==> src/hdl/spdb_pkg.sv <==
// Shared types, constants and a helper function of the spectrum dB/phase frame history.
// Depends on nothing; every other file imports it.
package spdb_pkg;

	localparam int CORDIC_STEPS = 24;
	localparam int LOG_FRAC     = 20;
	localparam int SQRT_STEPS   = 32;
	localparam int NORM_STEPS   = 6;
	localparam int CW           = 36;

	// atan(2^-i) with 2^31 = pi
	localparam logic [31:0] ATAN_TAB [CORDIC_STEPS] = '{
		32'd536870912, 32'd316933406, 32'd167458907, 32'd85004756, 32'd42667331,
		32'd21354465, 32'd10679838, 32'd5340245, 32'd2670163, 32'd1335087,
		32'd667544, 32'd333772, 32'd166886, 32'd83443, 32'd41722, 32'd20861,
		32'd10430, 32'd5215, 32'd2608, 32'd1304, 32'd652, 32'd326, 32'd163, 32'd81
	};

	// 20*log10(2) in Q.24
	localparam logic [26:0] DB_K = 27'd101008905;

	typedef enum logic [1:0] {
		OP_WRITE       = 2'd0,
		OP_READ_AGE    = 2'd1,
		OP_READ_NEWEST = 2'd2,
		OP_CLEAR       = 2'd3
	} op_t;

	typedef enum logic [2:0] {
		S_IDLE, S_RUN, S_WRITE, S_OLDEST, S_SLOT, S_ADDR, S_MEM, S_RESULT
	} state_t;

	typedef struct packed {
		logic [1:0]         operation;
		logic [9:0]         bin_index;
		logic signed [31:0] bin_real;
		logic signed [31:0] bin_imag;
		logic [7:0]         frame_age;
		logic [62:0]        frame_start_sample;
	} in_word_t;

	typedef struct packed {
		logic               found;
		logic signed [15:0] magnitude_db;
		logic signed [15:0] phase_angle;
		logic [62:0]        read_frame_sample;
		logic [8:0]         frames_held;
		logic [62:0]        oldest_sample;
		logic [62:0]        newest_sample;
	} out_word_t;

	typedef struct packed {
		logic               valid;
		logic signed [CW-1:0] x;
		logic signed [CW-1:0] y;
		logic [31:0]        z;
	} cordic_t;

	typedef struct packed {
		logic        valid;
		logic [63:0] s;
		logic [63:0] r;
	} sqrt_t;

	typedef struct packed {
		logic        valid;
		logic [63:0] v;
		logic [5:0]  cnt;
	} norm_t;

	typedef struct packed {
		logic                valid;
		logic [5:0]          p;
		logic [30:0]         y;
		logic [LOG_FRAC-1:0] frac;
	} log_t;

	// log2 in Q.LOG_FRAC, truncated; used for elaboration-time constants
	function automatic logic [63:0] log2_q_const(input logic [63:0] v);
		logic [63:0] y;
		logic [63:0] res;
		int p;
		p = 0;
		for (int i = 0; i < 64; i++)
			if (v[i]) p = i;
		y = (p >= 30) ? (v >> (p - 30)) : (v << (30 - p));
		res = 64'(p) << LOG_FRAC;
		for (int i = LOG_FRAC - 1; i >= 0; i--) begin
			y = (y * y) >> 30;
			if (y >= (64'd1 << 31)) begin
				res = res + (64'd1 << i);
				y = y >> 1;
			end
		end
		return res;
	endfunction

endpackage

==> src/hdl/spdb_log_cell.sv <==
// One fraction bit of log2 by squaring the normalized mantissa.
// Depends on spdb_pkg.
module spdb_log_cell import spdb_pkg::*; #(
	parameter int FBIT = LOG_FRAC - 1
) (
	input  logic clk,
	input  logic arst_n,
	input  log_t cell_in,
	output log_t cell_out
);
	logic [61:0]         sq;
	logic [31:0]         t;
	logic                valid_q;
	logic [5:0]          p_q;
	logic [30:0]         y_q;
	logic [LOG_FRAC-1:0] frac_q;

	assign sq = cell_in.y * cell_in.y;
	assign t  = sq[61:30];

	always_ff @(posedge clk or negedge arst_n) begin
		if (!arst_n) valid_q <= 1'b0;
		else valid_q <= cell_in.valid;
	end

	// square >= 2 sets this bit and halves the mantissa
	always_ff @(posedge clk) begin
		if (cell_in.valid) begin
			p_q    <= cell_in.p;
			y_q    <= t[31] ? t[31:1] : t[30:0];
			frac_q <= cell_in.frac | (LOG_FRAC'(t[31]) << FBIT);
		end
	end

	assign cell_out = '{valid: valid_q, p: p_q, y: y_q, frac: frac_q};
endmodule

==> config.mk <==
export PLATFORM = sky130hd
export DESIGN_NAME = spdb_log_cell
export DESIGN_NICKNAME = d
export VERILOG_FILES = /design/src/hdl/spdb_pkg.sv /design/src/hdl/spdb_log_cell.sv
export SDC_FILE = /design/constraint.sdc
export NUM_CORES = 2
export LEC_CHECK = 0
export CORE_UTILIZATION = 60
export DETAILED_ROUTE_END_ITERATION = 12
export DONT_BUFFER_PORTS = 1
export PLACE_DENSITY = 0.85
export SLEW_MARGIN = 20
export SYNTH_ARGS = -nofsm -noshare
export SYNTH_HDL_FRONTEND = slang
export SYNTH_SLANG_ARGS = --single-unit
==> constraint.sdc <==
create_clock -name clk -period 1.2 [get_ports clk]
set_clock_uncertainty 0.2 [all_clocks]
set_input_delay 0 -clock clk [delete_from_list [all_inputs] [get_ports clk]]
set_output_delay 0 -clock clk [all_outputs]
set_load 0.05 [all_outputs]
==> metrics <==
outcome finished with violations; WHS Path Cells 0; sequential fraction of the synthesis area 5.98%; initial DRC count around 2600; hold buffers post-CTS 28; vias between 20000 and 25000; Levels on crit path 25; DRC 0; Total Wirelength about 100000 um; highest routed layer met5; Async SR Flop Fraction approximately 1.7%; CP max-delay cell fa_1; Total GRT Usage a little under two fifths; final non-filler cell total approximately 4000; Seq cells post-synth slightly below 60; warnings from Yosys 0; failing checks hold timing, setup timing; clock slew at reported path FFs 60 ps; cell count after synthesis between 3000 and 4000; Synthesized Nets between 4000 and 5000; worst-margin pin slew roughly 1200 ps; Remaining Overflow, GRT 0; CTS Root Cell clkbuf_16; 1st-pass router iterations 8; number of synthesized flops with an enable pin between 50 and 60; share of cells above drive strength 1 roughly a fifth; first-pass GRT wire length about 140000 um; detail-routed via count per cell 6.14; CTS Buffer Depth 2; main flop type after synthesis edfxtp_1; width of the die between 200 and 250 um; Crit Path Max Fanout 28; Slew headroom between 20% and 30%; final worst-path cycle share 690%; hold crit path type in -> reg; max_cap viols 0; Slew Limit Fails 0; placed instance area 0.0323 mm^2; Final Hold Fails between 50 and 60; synthesized cell area about 0.029 mm^2; Synth-to-Final Area Change 17.9%; CP Class in -> reg; Worst Setup EP y_q[27]$_DFFE_PP_; Core Area ~0.048 mm^2; Yosys cell types 77; CTS Buf Count 9; Routed Antenna Nets 0; RSZ-0062 raised after global routing true; crit path time final 8270 ps; Worst EP required ~1100 ps; Die Y approximately 220 um; Routability Congestion around 0.96; Hold WS -468 ps; number of global-route vias before repair 27400; Fin Setup TNS -213200 ps; most frequent CP cell fa_1; pre-CTS setup slack -6190 ps; CP delay by family, top adder cells; WP buf/inv 5; WL met3 approximately 14000 um; setup violators final 39; Fmax between 100 and 150 MHz; I/O Buffers 0; startpoint types input port; WL met1 28800 um; TritonCTS clock tree done; HPWL Detailed roughly 63000 um; met2 wire len between 40000 and 50000 um; initial antenna violation count 7; WP data arrival 8170 ps; FP Rows 80; Starting Density 60.8%; placed cells approximately 4000; final worst slack -7070 ps; H-Tree Depth 3; per-cell routed wire length 25.5 um; largest net degree at the start of global routing just under 60; CTS sink cnt 58; largest stage delay on the critical path 990 ps; syn_area_per_cell roughly 9.6 um^2; Layout Nets around 4400; Critical path origin cell_in[26]; Die Area 0.0493 mm^2; Fillers between 2000 and 3000; Critical Path Sink Type flip-flop; final std cell area, no fill 0.0342 mm^2; I/O pin total 118
## worst min-delay path by stage
stage                      startpoint                 to
after floorplan                arst_n  valid_q$_DFF_PN0_
after global placement         arst_n  valid_q$_DFF_PN0_
after detailed placement       arst_n  valid_q$_DFF_PN0_
after CTS                 cell_in[57]  valid_q$_DFF_PN0_
after global routing      cell_in[57]  valid_q$_DFF_PN0_
final                     cell_in[57]  valid_q$_DFF_PN0_
## kinds of logic (layout without fill, tap and decap cells)
kind of cell	Yosys count	count (layout)	share of synthesized area [%]
other	0	6	0
AO/OA/AOI/OAI	192	192	4.38
adder cells (fa/ha/maj)	1016	1016	63.1
AND/OR/NAND/NOR	665	665	10.9
flip-flops	58	58	5.98
buffers and inverters	1030	1377	13.4
XOR/XNOR	56	56	1.75
multiplexers	11	11	0.392
## per-layer routing
metal | vias up | GRT usage [%]
li1 | 9502 | -
met3 | 1015 | 10.5
met2 | 2105 | 64.0
met1 | 11900 | 38.5
met4 | 4 | 29.9
met5 | - | 0
## metrics by stage
step / util [%] / hold slack (ps)
5_1_grt: 71.6 / -495
3_5_place_dp: 67.7 / -496
2_1_floorplan: - / -496
4_1_cts: 70.1 / -485
6_report: 71.6 / -468
3_3_place_gp: 67.7 / -496
## cell usage in the layout (no fill, tap or decap), types with 14 or more instances in the layout
cell type        n
inv_1          893
fa_1           709
buf_4          389
nand2_1        305
ha_1           249
and2_1         176
edfxtp_1        57
nor2_1          51
a21oi_1         49
fa_2            38
xnor2_1         29
dlygate4sd3_1   28
xor2_1          23
nand2_2         21
inv_2           20
ha_4            20
o21ai_0         19
a21o_1          17
nand4_1         15
a21oi_2         14
nand3_1         14
clkbuf_16       14
## synth_stat cells, drive strengths merged (3+ instances only)
library cell  count  area, um^2
or2               9        56.3
and3              9        61.3
o22ai             4        25.0
ha              269        3370
nand4            15        93.8
inv             918        3450
o31ai             5        37.5
a221oi            3        38.8
a21oi            68         355
a21o             17         128
nor3              6        35.0
nor2b             7        43.8
nand2b            6        37.5
nand2           329        1230
mux2              3        33.8
clkbuf           91         343
o221ai            3        26.3
a211oi            7        65.1
a31o              5        43.8
xor2             25         219
mux2i             8        80.1
and2            189        1180
a31oi             9        56.3
buf              20         110
nor2             66         248
fa              747       15000
nand3            18        90.1
edfxtp           57        1710
xnor2            31         290
o21bai           11        86.3
o21ai            39         206
## layout make-up
cell class,instances,area [um^2],share of cell area [%]
sequential,58,1740,5.08
inverter,919,3470,10.2
timing repair buffer,443,3630,10.6
tap,615,769,2.25
multi-input combinational,1940,24300,71.1
clock buffer,11,233,0.680
clock inverter,4,43.8,0.128
antenna,6,15.0,0.0439
## flip-flops by register name, indices dropped and copies added (netlist names)
signal / count
frac_q: 20
p_q: 6
y_q: 31
valid_q: 1
## timing repair
item / 4_1_cts / 5_1_grt
hold endpoints to repair: 85 / 58
resized for setup: 113 / 108
cloned: 1 / 5
setup endpoints to repair: 33 / 43
buffers inserted: 14 / 20
pin swaps: 93 / 53
Power is not shown: default switching activity piles up to over one toggle a cycle in this logic, so the estimate is an artifact.
