### config.mk
export PLATFORM = sky130hd
export DESIGN_NAME = spdb_norm_cell
export DESIGN_NICKNAME = d
export VERILOG_FILES = /design/src/hdl/spdb_pkg.sv /design/src/hdl/spdb_norm_cell.sv
export SDC_FILE = /design/constraint.sdc
export NUM_CORES = 1
export LEC_CHECK = 0
export BUFFER_PORTS_ARGS = -buffer_cell sky130_fd_sc_hd__buf_2
export CAP_MARGIN = 30
export CORE_MARGIN = 1
export CORE_UTILIZATION = 44
export CTS_CLUSTER_SIZE = 24
export DETAILED_ROUTE_END_ITERATION = 7
export PLACE_DENSITY = 0.78
export SETUP_SLACK_MARGIN = 0.2
export SLEW_MARGIN = 20
export SYNTH_ARGS = -nofsm -noshare
export SYNTH_HDL_FRONTEND = slang
export SYNTH_SLANG_ARGS = --single-unit
### constraint.sdc
create_clock -name clk -period 0.8 [get_ports clk]
set_input_delay 0.04 -clock clk [delete_from_list [all_inputs] [get_ports clk]]
set_output_delay 0.04 -clock clk [all_outputs]
set_load 0.01 [all_outputs]
### src/hdl/spdb_pkg.sv
// Shared types, constants and a helper function of the spectrum dB/phase frame history.
// Depends on nothing; every other file imports it.
package spdb_pkg;

	localparam int CORDIC_STEPS = 24;
	localparam int LOG_FRAC     = 20;
	localparam int SQRT_STEPS   = 32;
	localparam int NORM_STEPS   = 6;
	localparam int CW           = 36;

	// atan(2^-i) with 2^31 = pi
	localparam logic [31:0] ATAN_TAB [CORDIC_STEPS] = '{
		32'd536870912, 32'd316933406, 32'd167458907, 32'd85004756, 32'd42667331,
		32'd21354465, 32'd10679838, 32'd5340245, 32'd2670163, 32'd1335087,
		32'd667544, 32'd333772, 32'd166886, 32'd83443, 32'd41722, 32'd20861,
		32'd10430, 32'd5215, 32'd2608, 32'd1304, 32'd652, 32'd326, 32'd163, 32'd81
	};

	// 20*log10(2) in Q.24
	localparam logic [26:0] DB_K = 27'd101008905;

	typedef enum logic [1:0] {
		OP_WRITE       = 2'd0,
		OP_READ_AGE    = 2'd1,
		OP_READ_NEWEST = 2'd2,
		OP_CLEAR       = 2'd3
	} op_t;

	typedef enum logic [2:0] {
		S_IDLE, S_RUN, S_WRITE, S_OLDEST, S_SLOT, S_ADDR, S_MEM, S_RESULT
	} state_t;

	typedef struct packed {
		logic [1:0]         operation;
		logic [9:0]         bin_index;
		logic signed [31:0] bin_real;
		logic signed [31:0] bin_imag;
		logic [7:0]         frame_age;
		logic [62:0]        frame_start_sample;
	} in_word_t;

	typedef struct packed {
		logic               found;
		logic signed [15:0] magnitude_db;
		logic signed [15:0] phase_angle;
		logic [62:0]        read_frame_sample;
		logic [8:0]         frames_held;
		logic [62:0]        oldest_sample;
		logic [62:0]        newest_sample;
	} out_word_t;

	typedef struct packed {
		logic               valid;
		logic signed [CW-1:0] x;
		logic signed [CW-1:0] y;
		logic [31:0]        z;
	} cordic_t;

	typedef struct packed {
		logic        valid;
		logic [63:0] s;
		logic [63:0] r;
	} sqrt_t;

	typedef struct packed {
		logic        valid;
		logic [63:0] v;
		logic [5:0]  cnt;
	} norm_t;

	typedef struct packed {
		logic                valid;
		logic [5:0]          p;
		logic [30:0]         y;
		logic [LOG_FRAC-1:0] frac;
	} log_t;

	// log2 in Q.LOG_FRAC, truncated; used for elaboration-time constants
	function automatic logic [63:0] log2_q_const(input logic [63:0] v);
		logic [63:0] y;
		logic [63:0] res;
		int p;
		p = 0;
		for (int i = 0; i < 64; i++)
			if (v[i]) p = i;
		y = (p >= 30) ? (v >> (p - 30)) : (v << (30 - p));
		res = 64'(p) << LOG_FRAC;
		for (int i = LOG_FRAC - 1; i >= 0; i--) begin
			y = (y * y) >> 30;
			if (y >= (64'd1 << 31)) begin
				res = res + (64'd1 << i);
				y = y >> 1;
			end
		end
		return res;
	endfunction

endpackage

### src/hdl/spdb_norm_cell.sv
// One step of the leading-one search: shift left when the top SH bits are clear.
// Depends on spdb_pkg.
module spdb_norm_cell import spdb_pkg::*; #(
	parameter int SH = 32
) (
	input  logic  clk,
	input  logic  arst_n,
	input  norm_t cell_in,
	output norm_t cell_out
);
	logic        zero_top;
	logic        valid_q;
	logic [63:0] v_q;
	logic [5:0]  cnt_q;

	assign zero_top = (cell_in.v[63 -: SH] == '0);

	always_ff @(posedge clk or negedge arst_n) begin
		if (!arst_n) valid_q <= 1'b0;
		else valid_q <= cell_in.valid;
	end

	always_ff @(posedge clk) begin
		if (cell_in.valid) begin
			v_q   <= zero_top ? cell_in.v << SH : cell_in.v;
			cnt_q <= zero_top ? cell_in.cnt + 6'(SH) : cell_in.cnt;
		end
	end

	assign cell_out = '{valid: valid_q, v: v_q, cnt: cnt_q};
endmodule

==> summary.txt <==
Global route
  • Gr ovfl total: 0
  • Total global-route track usage: 21.0%
  • Initial antenna violation count: 0
  • Pin count of the biggest net entering global routing: 37
  • First-pass GRT wire length: ~9.7 mm
  • Vias in the first global route: 2,004

Final layout
  • # diodes: 0
  • Design Area, Final: 0.00427 mm²
  • Share of cells above drive strength 1: between 50% and 60%
  • # nets final: roughly 410
  • Layout area overhead: 56.8%
  • Final Core Density: 71.7%

Die
  • Starting Density: 45.8%
  • I/O Pins: ~140
  • Row count: 28
  • Die area: 0.00651 mm²
  • Die width: between 80 and 90 µm
  • Die H: just over 80 µm
  • Core area: 0.00596 mm²

Drt
  • DR DRC count: 0
  • Initial DRC count: 89
  • Vias per cell: 4.87
  • Avg WL per Cell: 16.4 µm
  • ANT nets after route: 0
  • First drt pass iteration count: 4
  • Drt total wl: 6.81 mm
  • Via count: between 2,000 and 2,500

Flow run
  • MaxCap Viol Count: 0

Synthesis
  • Compound-Gate Fraction of Synth Area: approximately 8.8%
  • Synth cell types: 11
  • Commonest cells post-synth: 70 x edfxtp_1, 32 x a21o_1, 32 x nor2b_1
  • Post-Synth XOR/XNOR Area: 0.597%
  • Post-Syn Area: approximately 0.0027 mm²
  • Post-synth EDFFs: 70
  • Largest family of logic cells by synthesized area: simple AND/OR/NAND/NOR gates
  • Syn Inst Count: 155
  • Primary FF master, synth: edfxtp_1
  • Mean Syn Cell Area: 17.6 µm²
  • Synth area leaders: edfxtp_1 77%, a21o_1 8.8%, nor2b_1 7.3%
  • Synth area leader: edfxtp_1
  • Synth warn: 0
  • Adder-cell area share of the yosys netlist: 0%
  • Net Count, Synth: 228
  • Yosys top cell area share: 77.1%
  • Register area share after synthesis: 78.1%
  • Cell with the most instances after synthesis: edfxtp_1
  • Yosys reg bits: 71
  • Asr flop ratio synth: 1.41%
  • Synth Area in Simple Gates: about a tenth
  • Post-synthesis mux area share: 0%

Clock tree
  • CTS tree: yes
  • TritonCTS Buffers: 9
  • Hold buffers post-CTS: 6
  • Sink Count: approximately 70
  • Clock transition at path regs: 0.08 ns
  • Clock root cell: clkbuf_8
  • CTS HTree Levels: 3
  • Max clock buf depth: 2

Critical path
  • Worst path arrival time: 1.42 ns
  • Crit end category: flip-flop
  • Type of element launching the critical path: primary input
  • CP Max Fanout: 5
  • WS Path Type: primary input to flip-flop
  • Required time of the worst setup path: a little over 1 ns

Timing
  • Final period util: 151%
  • Fmax: 826 MHz
  • WHS: -0.0409 ns
  • Setup Total Neg Slack: -29.30 ns
  • Relative slew slack: 76.6%
  • Period minus WS final: around 1.2 ns
  • Final Setup Violations: 136
  • Max Slew Vio Count: 0
  • RSZ-0062 raised after global routing: true
  • Final WS setup: -0.411 ns
  • Measured slew at the worst slew-check pin: about 0.35 ns
  • Final hold vios: 18

Worst hold path
  • Hold Path Class: primary input to flip-flop

Pwr
  • Psw: 1.93 mW
  • Pleak: 1.97 nW
  • Int Pwr: 6.93 mW
  • Seq pwr share: 50.5%
  • Peak supply drop: 0.00113 V
  • Net Sw Frac: 21.8%
  • Clock share of power: 38.0%
  • PD cells: 2070 mW/mm²
  • Logic pwr share: 11.5%

Place
  • Post-detail-place hpwl: 4.24 mm
  • Post-place setup slack: -0.776 ns
  • Area after DPL: roughly 0.0037 mm²
  • Port buffer count: approximately 140
  • Routability congestion estimate from global placement: 0.807

Outcome
  • Status: finished, violations left
  • Failing checks: hold timing, setup timing
cell type report:
class,instances,area (µm²)
Timing Repair Buffer,178,1200
Tap cell,75,93.8
Clock buffer,12,165
Fill cell,428,1680
Sequential cell,71,2130
Multi-Input combinational cell,76,614
Clock inverter,4,76.3
repair_timing:
| item | CTS | global route |
|---|---|---|
| gates resized for setup | 16 | 8 |
| pin swaps | 2 | 12 |
| gates cloned | 3 | 3 |
| endpoints found under the setup margin | 136 | 138 |
| hold endpoints to repair | 38 | 21 |
| buffers inserted | 4 | 0 |
placed cells by master, fill, tap and decap left out, types with 3 or more instances in the layout:
cell type and count:
nor4_4 4, nor4_2 3, clkbuf_8 12, buf_4 16, a21o_1 32, buf_6 6
buf_12 5, buf_2 139, dlygate4sd3_1 4, buf_16 3, edfxtp_1 70, nor2b_1 30
power by group through the flow:
stage	clock network (mW)	registers, mW	logic, mW
CTS	3.41	4.48	1.01
global route	3.54	4.50	1.10
floorplan	0	4.73	0.129
global placement	0	4.55	0.936
finish	3.37	4.48	1.02
detailed placement	0	4.56	0.954
sequential cells by signal, summed over array words and instances, names as in the netlist:
register,cells
v_q,64
cnt_q,6
valid_q,1
layer usage:
metal | track usage [%] | vias to the layer above | part of all wire, %
met2 | 36.6 | 90 | 52
met3 | 4.55 | 18 | 6.5
met1 | 23.1 | 968 | 38
li1 | - | 950 | -
met5 | 0 | - | 0
met4 | 13.6 | 0 | 3.4
worst paths after layout:
kind	start	endpoint	slack [ns]	cells past startpoint
max	cell_in[43]	v_q[43]	-0.41	8
min	cell_in[57]	v_q[51]	-0.04	2
max in group asynchronous	arst_n	valid_q	0.71	2
min in group asynchronous	arst_n	valid_q	0.01	2
cells by family after synthesis:
group | count (synthesis)
buffers and inverters | 8
AND/OR/NAND/NOR | 43
flip-flops | 71
AO/OA/AOI/OAI | 32
XOR/XNOR | 1
stage by stage:
stage	power, mW	std cells
finish	8.86	416
CTS	8.89	413
detailed placement	5.51	384
global route	9.15	416
global placement	5.48	384
floorplan	4.86	155
worst max-delay path, cell delays in order:
cell and delay [ns]:
buf_2 0.11, nor4_2 0.38, nand4_1 0.20, nor2_4 0.23, buf_6 0.15, buf_12 0.10
buf_16 0.10, a21o_1 0.10
(Power assumes the default switching activity.)
