===== config.mk =====
export PLATFORM = sky130hd
export DESIGN_NAME = spdb_sqrt_cell
export DESIGN_NICKNAME = d
export VERILOG_FILES = /design/src/hdl/spdb_pkg.sv /design/src/hdl/spdb_sqrt_cell.sv
export SDC_FILE = /design/constraint.sdc
export NUM_CORES = 1
export LEC_CHECK = 0
export BUFFER_PORTS_ARGS = -buffer_cell sky130_fd_sc_hd__buf_2
export CAP_MARGIN = 10
export CORE_ASPECT_RATIO = 1.2
export CORE_MARGIN = 4
export CORE_UTILIZATION = 40
export DETAILED_ROUTE_END_ITERATION = 10
export GPL_ROUTABILITY_DRIVEN = 0
export GPL_TIMING_DRIVEN = 0
export PLACE_DENSITY = 0.66
export SYNTH_ARGS = -nofsm -noshare
export SYNTH_HDL_FRONTEND = slang
export SYNTH_SLANG_ARGS = --single-unit

===== constraint.sdc =====
create_clock -name clk -period 1.3 [get_ports clk]
set_input_delay 0.195 -clock clk [delete_from_list [all_inputs] [get_ports clk]]
set_output_delay 0.195 -clock clk [all_outputs]
set_load 0.005 [all_outputs]

===== src/hdl/spdb_pkg.sv =====
// Shared types, constants and a helper function of the spectrum dB/phase frame history.
// Depends on nothing; every other file imports it.
package spdb_pkg;

	localparam int CORDIC_STEPS = 24;
	localparam int LOG_FRAC     = 20;
	localparam int SQRT_STEPS   = 32;
	localparam int NORM_STEPS   = 6;
	localparam int CW           = 36;

	// atan(2^-i) with 2^31 = pi
	localparam logic [31:0] ATAN_TAB [CORDIC_STEPS] = '{
		32'd536870912, 32'd316933406, 32'd167458907, 32'd85004756, 32'd42667331,
		32'd21354465, 32'd10679838, 32'd5340245, 32'd2670163, 32'd1335087,
		32'd667544, 32'd333772, 32'd166886, 32'd83443, 32'd41722, 32'd20861,
		32'd10430, 32'd5215, 32'd2608, 32'd1304, 32'd652, 32'd326, 32'd163, 32'd81
	};

	// 20*log10(2) in Q.24
	localparam logic [26:0] DB_K = 27'd101008905;

	typedef enum logic [1:0] {
		OP_WRITE       = 2'd0,
		OP_READ_AGE    = 2'd1,
		OP_READ_NEWEST = 2'd2,
		OP_CLEAR       = 2'd3
	} op_t;

	typedef enum logic [2:0] {
		S_IDLE, S_RUN, S_WRITE, S_OLDEST, S_SLOT, S_ADDR, S_MEM, S_RESULT
	} state_t;

	typedef struct packed {
		logic [1:0]         operation;
		logic [9:0]         bin_index;
		logic signed [31:0] bin_real;
		logic signed [31:0] bin_imag;
		logic [7:0]         frame_age;
		logic [62:0]        frame_start_sample;
	} in_word_t;

	typedef struct packed {
		logic               found;
		logic signed [15:0] magnitude_db;
		logic signed [15:0] phase_angle;
		logic [62:0]        read_frame_sample;
		logic [8:0]         frames_held;
		logic [62:0]        oldest_sample;
		logic [62:0]        newest_sample;
	} out_word_t;

	typedef struct packed {
		logic               valid;
		logic signed [CW-1:0] x;
		logic signed [CW-1:0] y;
		logic [31:0]        z;
	} cordic_t;

	typedef struct packed {
		logic        valid;
		logic [63:0] s;
		logic [63:0] r;
	} sqrt_t;

	typedef struct packed {
		logic        valid;
		logic [63:0] v;
		logic [5:0]  cnt;
	} norm_t;

	typedef struct packed {
		logic                valid;
		logic [5:0]          p;
		logic [30:0]         y;
		logic [LOG_FRAC-1:0] frac;
	} log_t;

	// log2 in Q.LOG_FRAC, truncated; used for elaboration-time constants
	function automatic logic [63:0] log2_q_const(input logic [63:0] v);
		logic [63:0] y;
		logic [63:0] res;
		int p;
		p = 0;
		for (int i = 0; i < 64; i++)
			if (v[i]) p = i;
		y = (p >= 30) ? (v >> (p - 30)) : (v << (30 - p));
		res = 64'(p) << LOG_FRAC;
		for (int i = LOG_FRAC - 1; i >= 0; i--) begin
			y = (y * y) >> 30;
			if (y >= (64'd1 << 31)) begin
				res = res + (64'd1 << i);
				y = y >> 1;
			end
		end
		return res;
	endfunction

endpackage


===== src/hdl/spdb_sqrt_cell.sv =====
// One bit of a restoring integer square root; cells are chained.
// Depends on spdb_pkg.
module spdb_sqrt_cell import spdb_pkg::*; #(
	parameter int STEP = 0
) (
	input  logic  clk,
	input  logic  arst_n,
	input  sqrt_t cell_in,
	output sqrt_t cell_out
);
	localparam logic [63:0] BITV = 64'd1 << (62 - 2 * STEP);

	logic [63:0] trial;
	logic        take;
	logic        valid_q;
	logic [63:0] s_q, r_q;

	assign trial = cell_in.r + BITV;
	assign take  = cell_in.s >= trial;

	always_ff @(posedge clk or negedge arst_n) begin
		if (!arst_n) valid_q <= 1'b0;
		else valid_q <= cell_in.valid;
	end

	// subtract the trial value when it fits
	always_ff @(posedge clk) begin
		if (cell_in.valid) begin
			s_q <= take ? cell_in.s - trial : cell_in.s;
			r_q <= take ? (cell_in.r >> 1) + BITV : cell_in.r >> 1;
		end
	end

	assign cell_out = '{valid: valid_q, s: s_q, r: r_q};
endmodule


==> impl_metrics.json <==
{
  "tns_ps": -84510,
  "synth-edff-count": 128,
  "drive_gt1_share_pct": 47.8,
  "relSlewSlack_pct": 60.3,
  "synth_ff_type": "edfxtp_1",
  "grt_setup_unrepaired": "true",
  "netlist_area_um2": 8640,
  "fin_nets": 1479,
  "crit_path_end_kind": "register",
  "ys_ff_latch": 129,
  "grt_pass1_wl_mm": 43.7,
  "ys_warn_count": 0,
  "fin_area_um2": 14100,
  "worstPathArrival_ps": 2880,
  "finalCritPeriodShare_pct": 209,
  "synthCells": 887,
  "max_cap_viol_count": 0,
  "period_minus_slack_ps": 2710,
  "cts_max_path_buffers": 2,
  "portBuffers": 259,
  "htree_levels": 4,
  "yosys.area.top_type": "edfxtp_1",
  "tightest_slew_ps": 589,
  "std_cell_rows": 58,
  "p_leak_nw": 6.08,
  "syn_to_final_growth_pct": 62.8,
  "drv_slew": 0,
  "path_cells": "buf_6 > inv_2 > ha_4 > buf_8 > a21o_1 > a21oi_2 > nor2b_2 > o31ai_2 > a21oi_2 > a2111oi_4 > o41ai_4 > buf_6 > buf_12 > buf_12 > buf_8 > buf_12 > nor2_4 > a21oi_2",
  "drc_errors": 0,
  "wl_mm": 29.3,
  "required_ps": 1470,
  "timing.fmax_mhz": 369,
  "fillers": 1604,
  "netlist_top_cells_area": "edfxtp_1, ha_1, a21oi_1",
  "grt_usage_pct": 23.1,
  "overflow": 0,
  "drt_iter0_markers": 459,
  "io_pins": 260,
  "critPathKind": "in2reg",
  "die_h_um": 169,
  "worstPathMaxFanout": 8,
  "cts_sinks": 129,
  "ir_drop_v": 0.000977,
  "setup_ws_ps": -1410,
  "pre_cts_ws_ps": -2600,
  "crit_slowest_cell": "a2111oi_4",
  "setup_viol": 66,
  "route.vias.total": 8440,
  "fp.coreArea_um2": 21100,
  "ys_seq_area_share_pct": 44.8,
  "grt_max_degree": 71,
  "slowest_delay_ps": 340,
  "tritoncts": "built",
  "routedWlPerCell_um": 18.7,
  "grt_pass1_vias": 8566,
  "dp_hpwl_mm": 19.6,
  "power.density_nw_per_um2": 1180,
  "power_mw": 16.6,
  "synth.avg_cell_area_um2": 9.74,
  "drt_pass1_iterations": 5,
  "cts-root-buf": "clkbuf_16",
  "placed_cell_area_um2": 10700,
  "final_hold_viol_count": 0,
  "mappedNetlistNets": 1083,
  "startpoint_type": "primary input",
  "fin_util_pct": 66.6,
  "die_x_um": 142,
  "hold_path_class": "in2reg",
  "synth_top_cell_area_share_pct": 44.5,
  "clk_pin_slew_ps": 60,
  "initial_core_util_pct": 40.9,
  "antenna_found_initial": 3,
  "async_flop_share_pct": 0.775,
  "numCtsBuffers": 17,
  "synth.distinct_cells": 60,
  "violations": "setup timing",
  "status": "complete, but fails checks",
  "vias_per_cell": 5.38,
  "die_area_um2": 24000,
  "final_antenna_net_count": 0
}
timing repair:
action | 4_1_cts | 5_1_grt
setup endpoints to repair | 66 | 66
hold buffers | 62 | 0
gates cloned | 11 | 0
endpoints found under the hold margin | 62 | 0
setup buffers | 42 | 27
gates resized for setup | 197 | 184
pin swaps | 39 | 51
metal layers:
layer	global-route usage (%)	routed length (µm)
met1	25.9	11000
met4	10.3	1090
met5	0	0
met3	4.61	1730
met2	41.9	15500
per-stage QoR:
stage | cells | hold WS (ps)
3_3_place_gp | 1416 | -30.4
3_5_place_dp | 1417 | -28.3
6_report | 1569 | 18.1
2_1_floorplan | 887 | -101
5_1_grt | 1569 | 4.71
4_1_cts | 1561 | 0.539
area by class of cell:
type | count | area (µm²) | area share, %
multi-input combinational | 642 | 5730 | 40.8
sequential | 129 | 3870 | 27.5
timing repair buffer | 396 | 2880 | 20.5
tap | 270 | 338 | 2.40
clock buffer | 18 | 429 | 3.05
buffer | 19 | 278 | 1.97
clock inverter | 14 | 213 | 1.51
antenna | 3 | 7.51 | 0.0534
inverter | 78 | 315 | 2.24
path summary, 6_finish.rpt:
kind,startpoint,end,cells after the start,slack (ps)
max,cell_in[57],s_q[22],18,-1410
min,cell_in[62],r_q[61],1,20
max in group asynchronous,arst_n,valid_q,2,1150
min in group asynchronous,arst_n,valid_q,2,70
state kept, by name, summed over array words and instances (netlist names):
register / flops
s_q: 64
valid_q: 1
r_q: 64
cell usage after synthesis (all sizes together), types with 7 or more instances:
library cell / count
nor3: 12
o21a: 7
nand2: 52
inv: 78
nand4: 18
a31oi: 7
nand3: 14
and3: 13
mux2: 14
ha: 64
o21bai: 11
nor2: 82
and2: 10
o21ai: 43
a21o: 49
edfxtp: 128
nor2b: 10
xor2: 20
xnor2: 36
o211ai: 7
buf: 12
a21oi: 111
clkbuf: 26
cells by family (layout without fill, tap and decap cells):
logic type                 count (synthesis)  after routing  synth area share (%)
buffers and inverters                    116            525                  5.26
AOI/OAI and AO/OA                        272            272                  19.7
DFF                                      129            129                  44.8
and+or+nand+nor                          234            234                  13.1
xor gates and xnor gates                  56             56                  5.68
other                                      0              3                     0
adders and majority gates                 65             65                  9.50
muxes                                     15             15                  1.94
power breakdown:
group | leakage [nW] | switching, mW | total, mW | internal, mW
Sequential | 1.27 | 0.108 | 5.29 | 5.19
Combinational | 4.51 | 2.94 | 5.86 | 2.91
Clock | 0.306 | 2.00 | 5.40 | 3.40
Total | 6.08 | 5.05 | 16.6 | 11.5
placed cells by master, fill, tap and decap left out, drive strengths merged, types with 6 or more instances in the layout:
master and count:
nor3 12, a21o 49, nor2b 10, xnor2 36, xor2 20, edfxtp 128
o21bai 11, nand3 14, o211ai 7, mux2 14, ha 64, o21a 7
a31oi 7, clkbuf 25, dlygate4sd3 62, buf 346, clkinv 6, nand4 18
o21ai 43, inv 79, a21oi 111, and2 10, and3 13, nor2 82
nand2 52
worst max-delay path, delay by kind of cell:
| kind | cells | cell delay, ps |
|---|---|---|
| AO/OA/AOI/OAI | 7 | 1320 |
| buffers and inverters | 8 | 960 |
| adder cells (fa/ha/maj) | 1 | 190 |
| AND/OR/NAND/NOR | 2 | 190 |
Power figures use the tool's default switching activity.
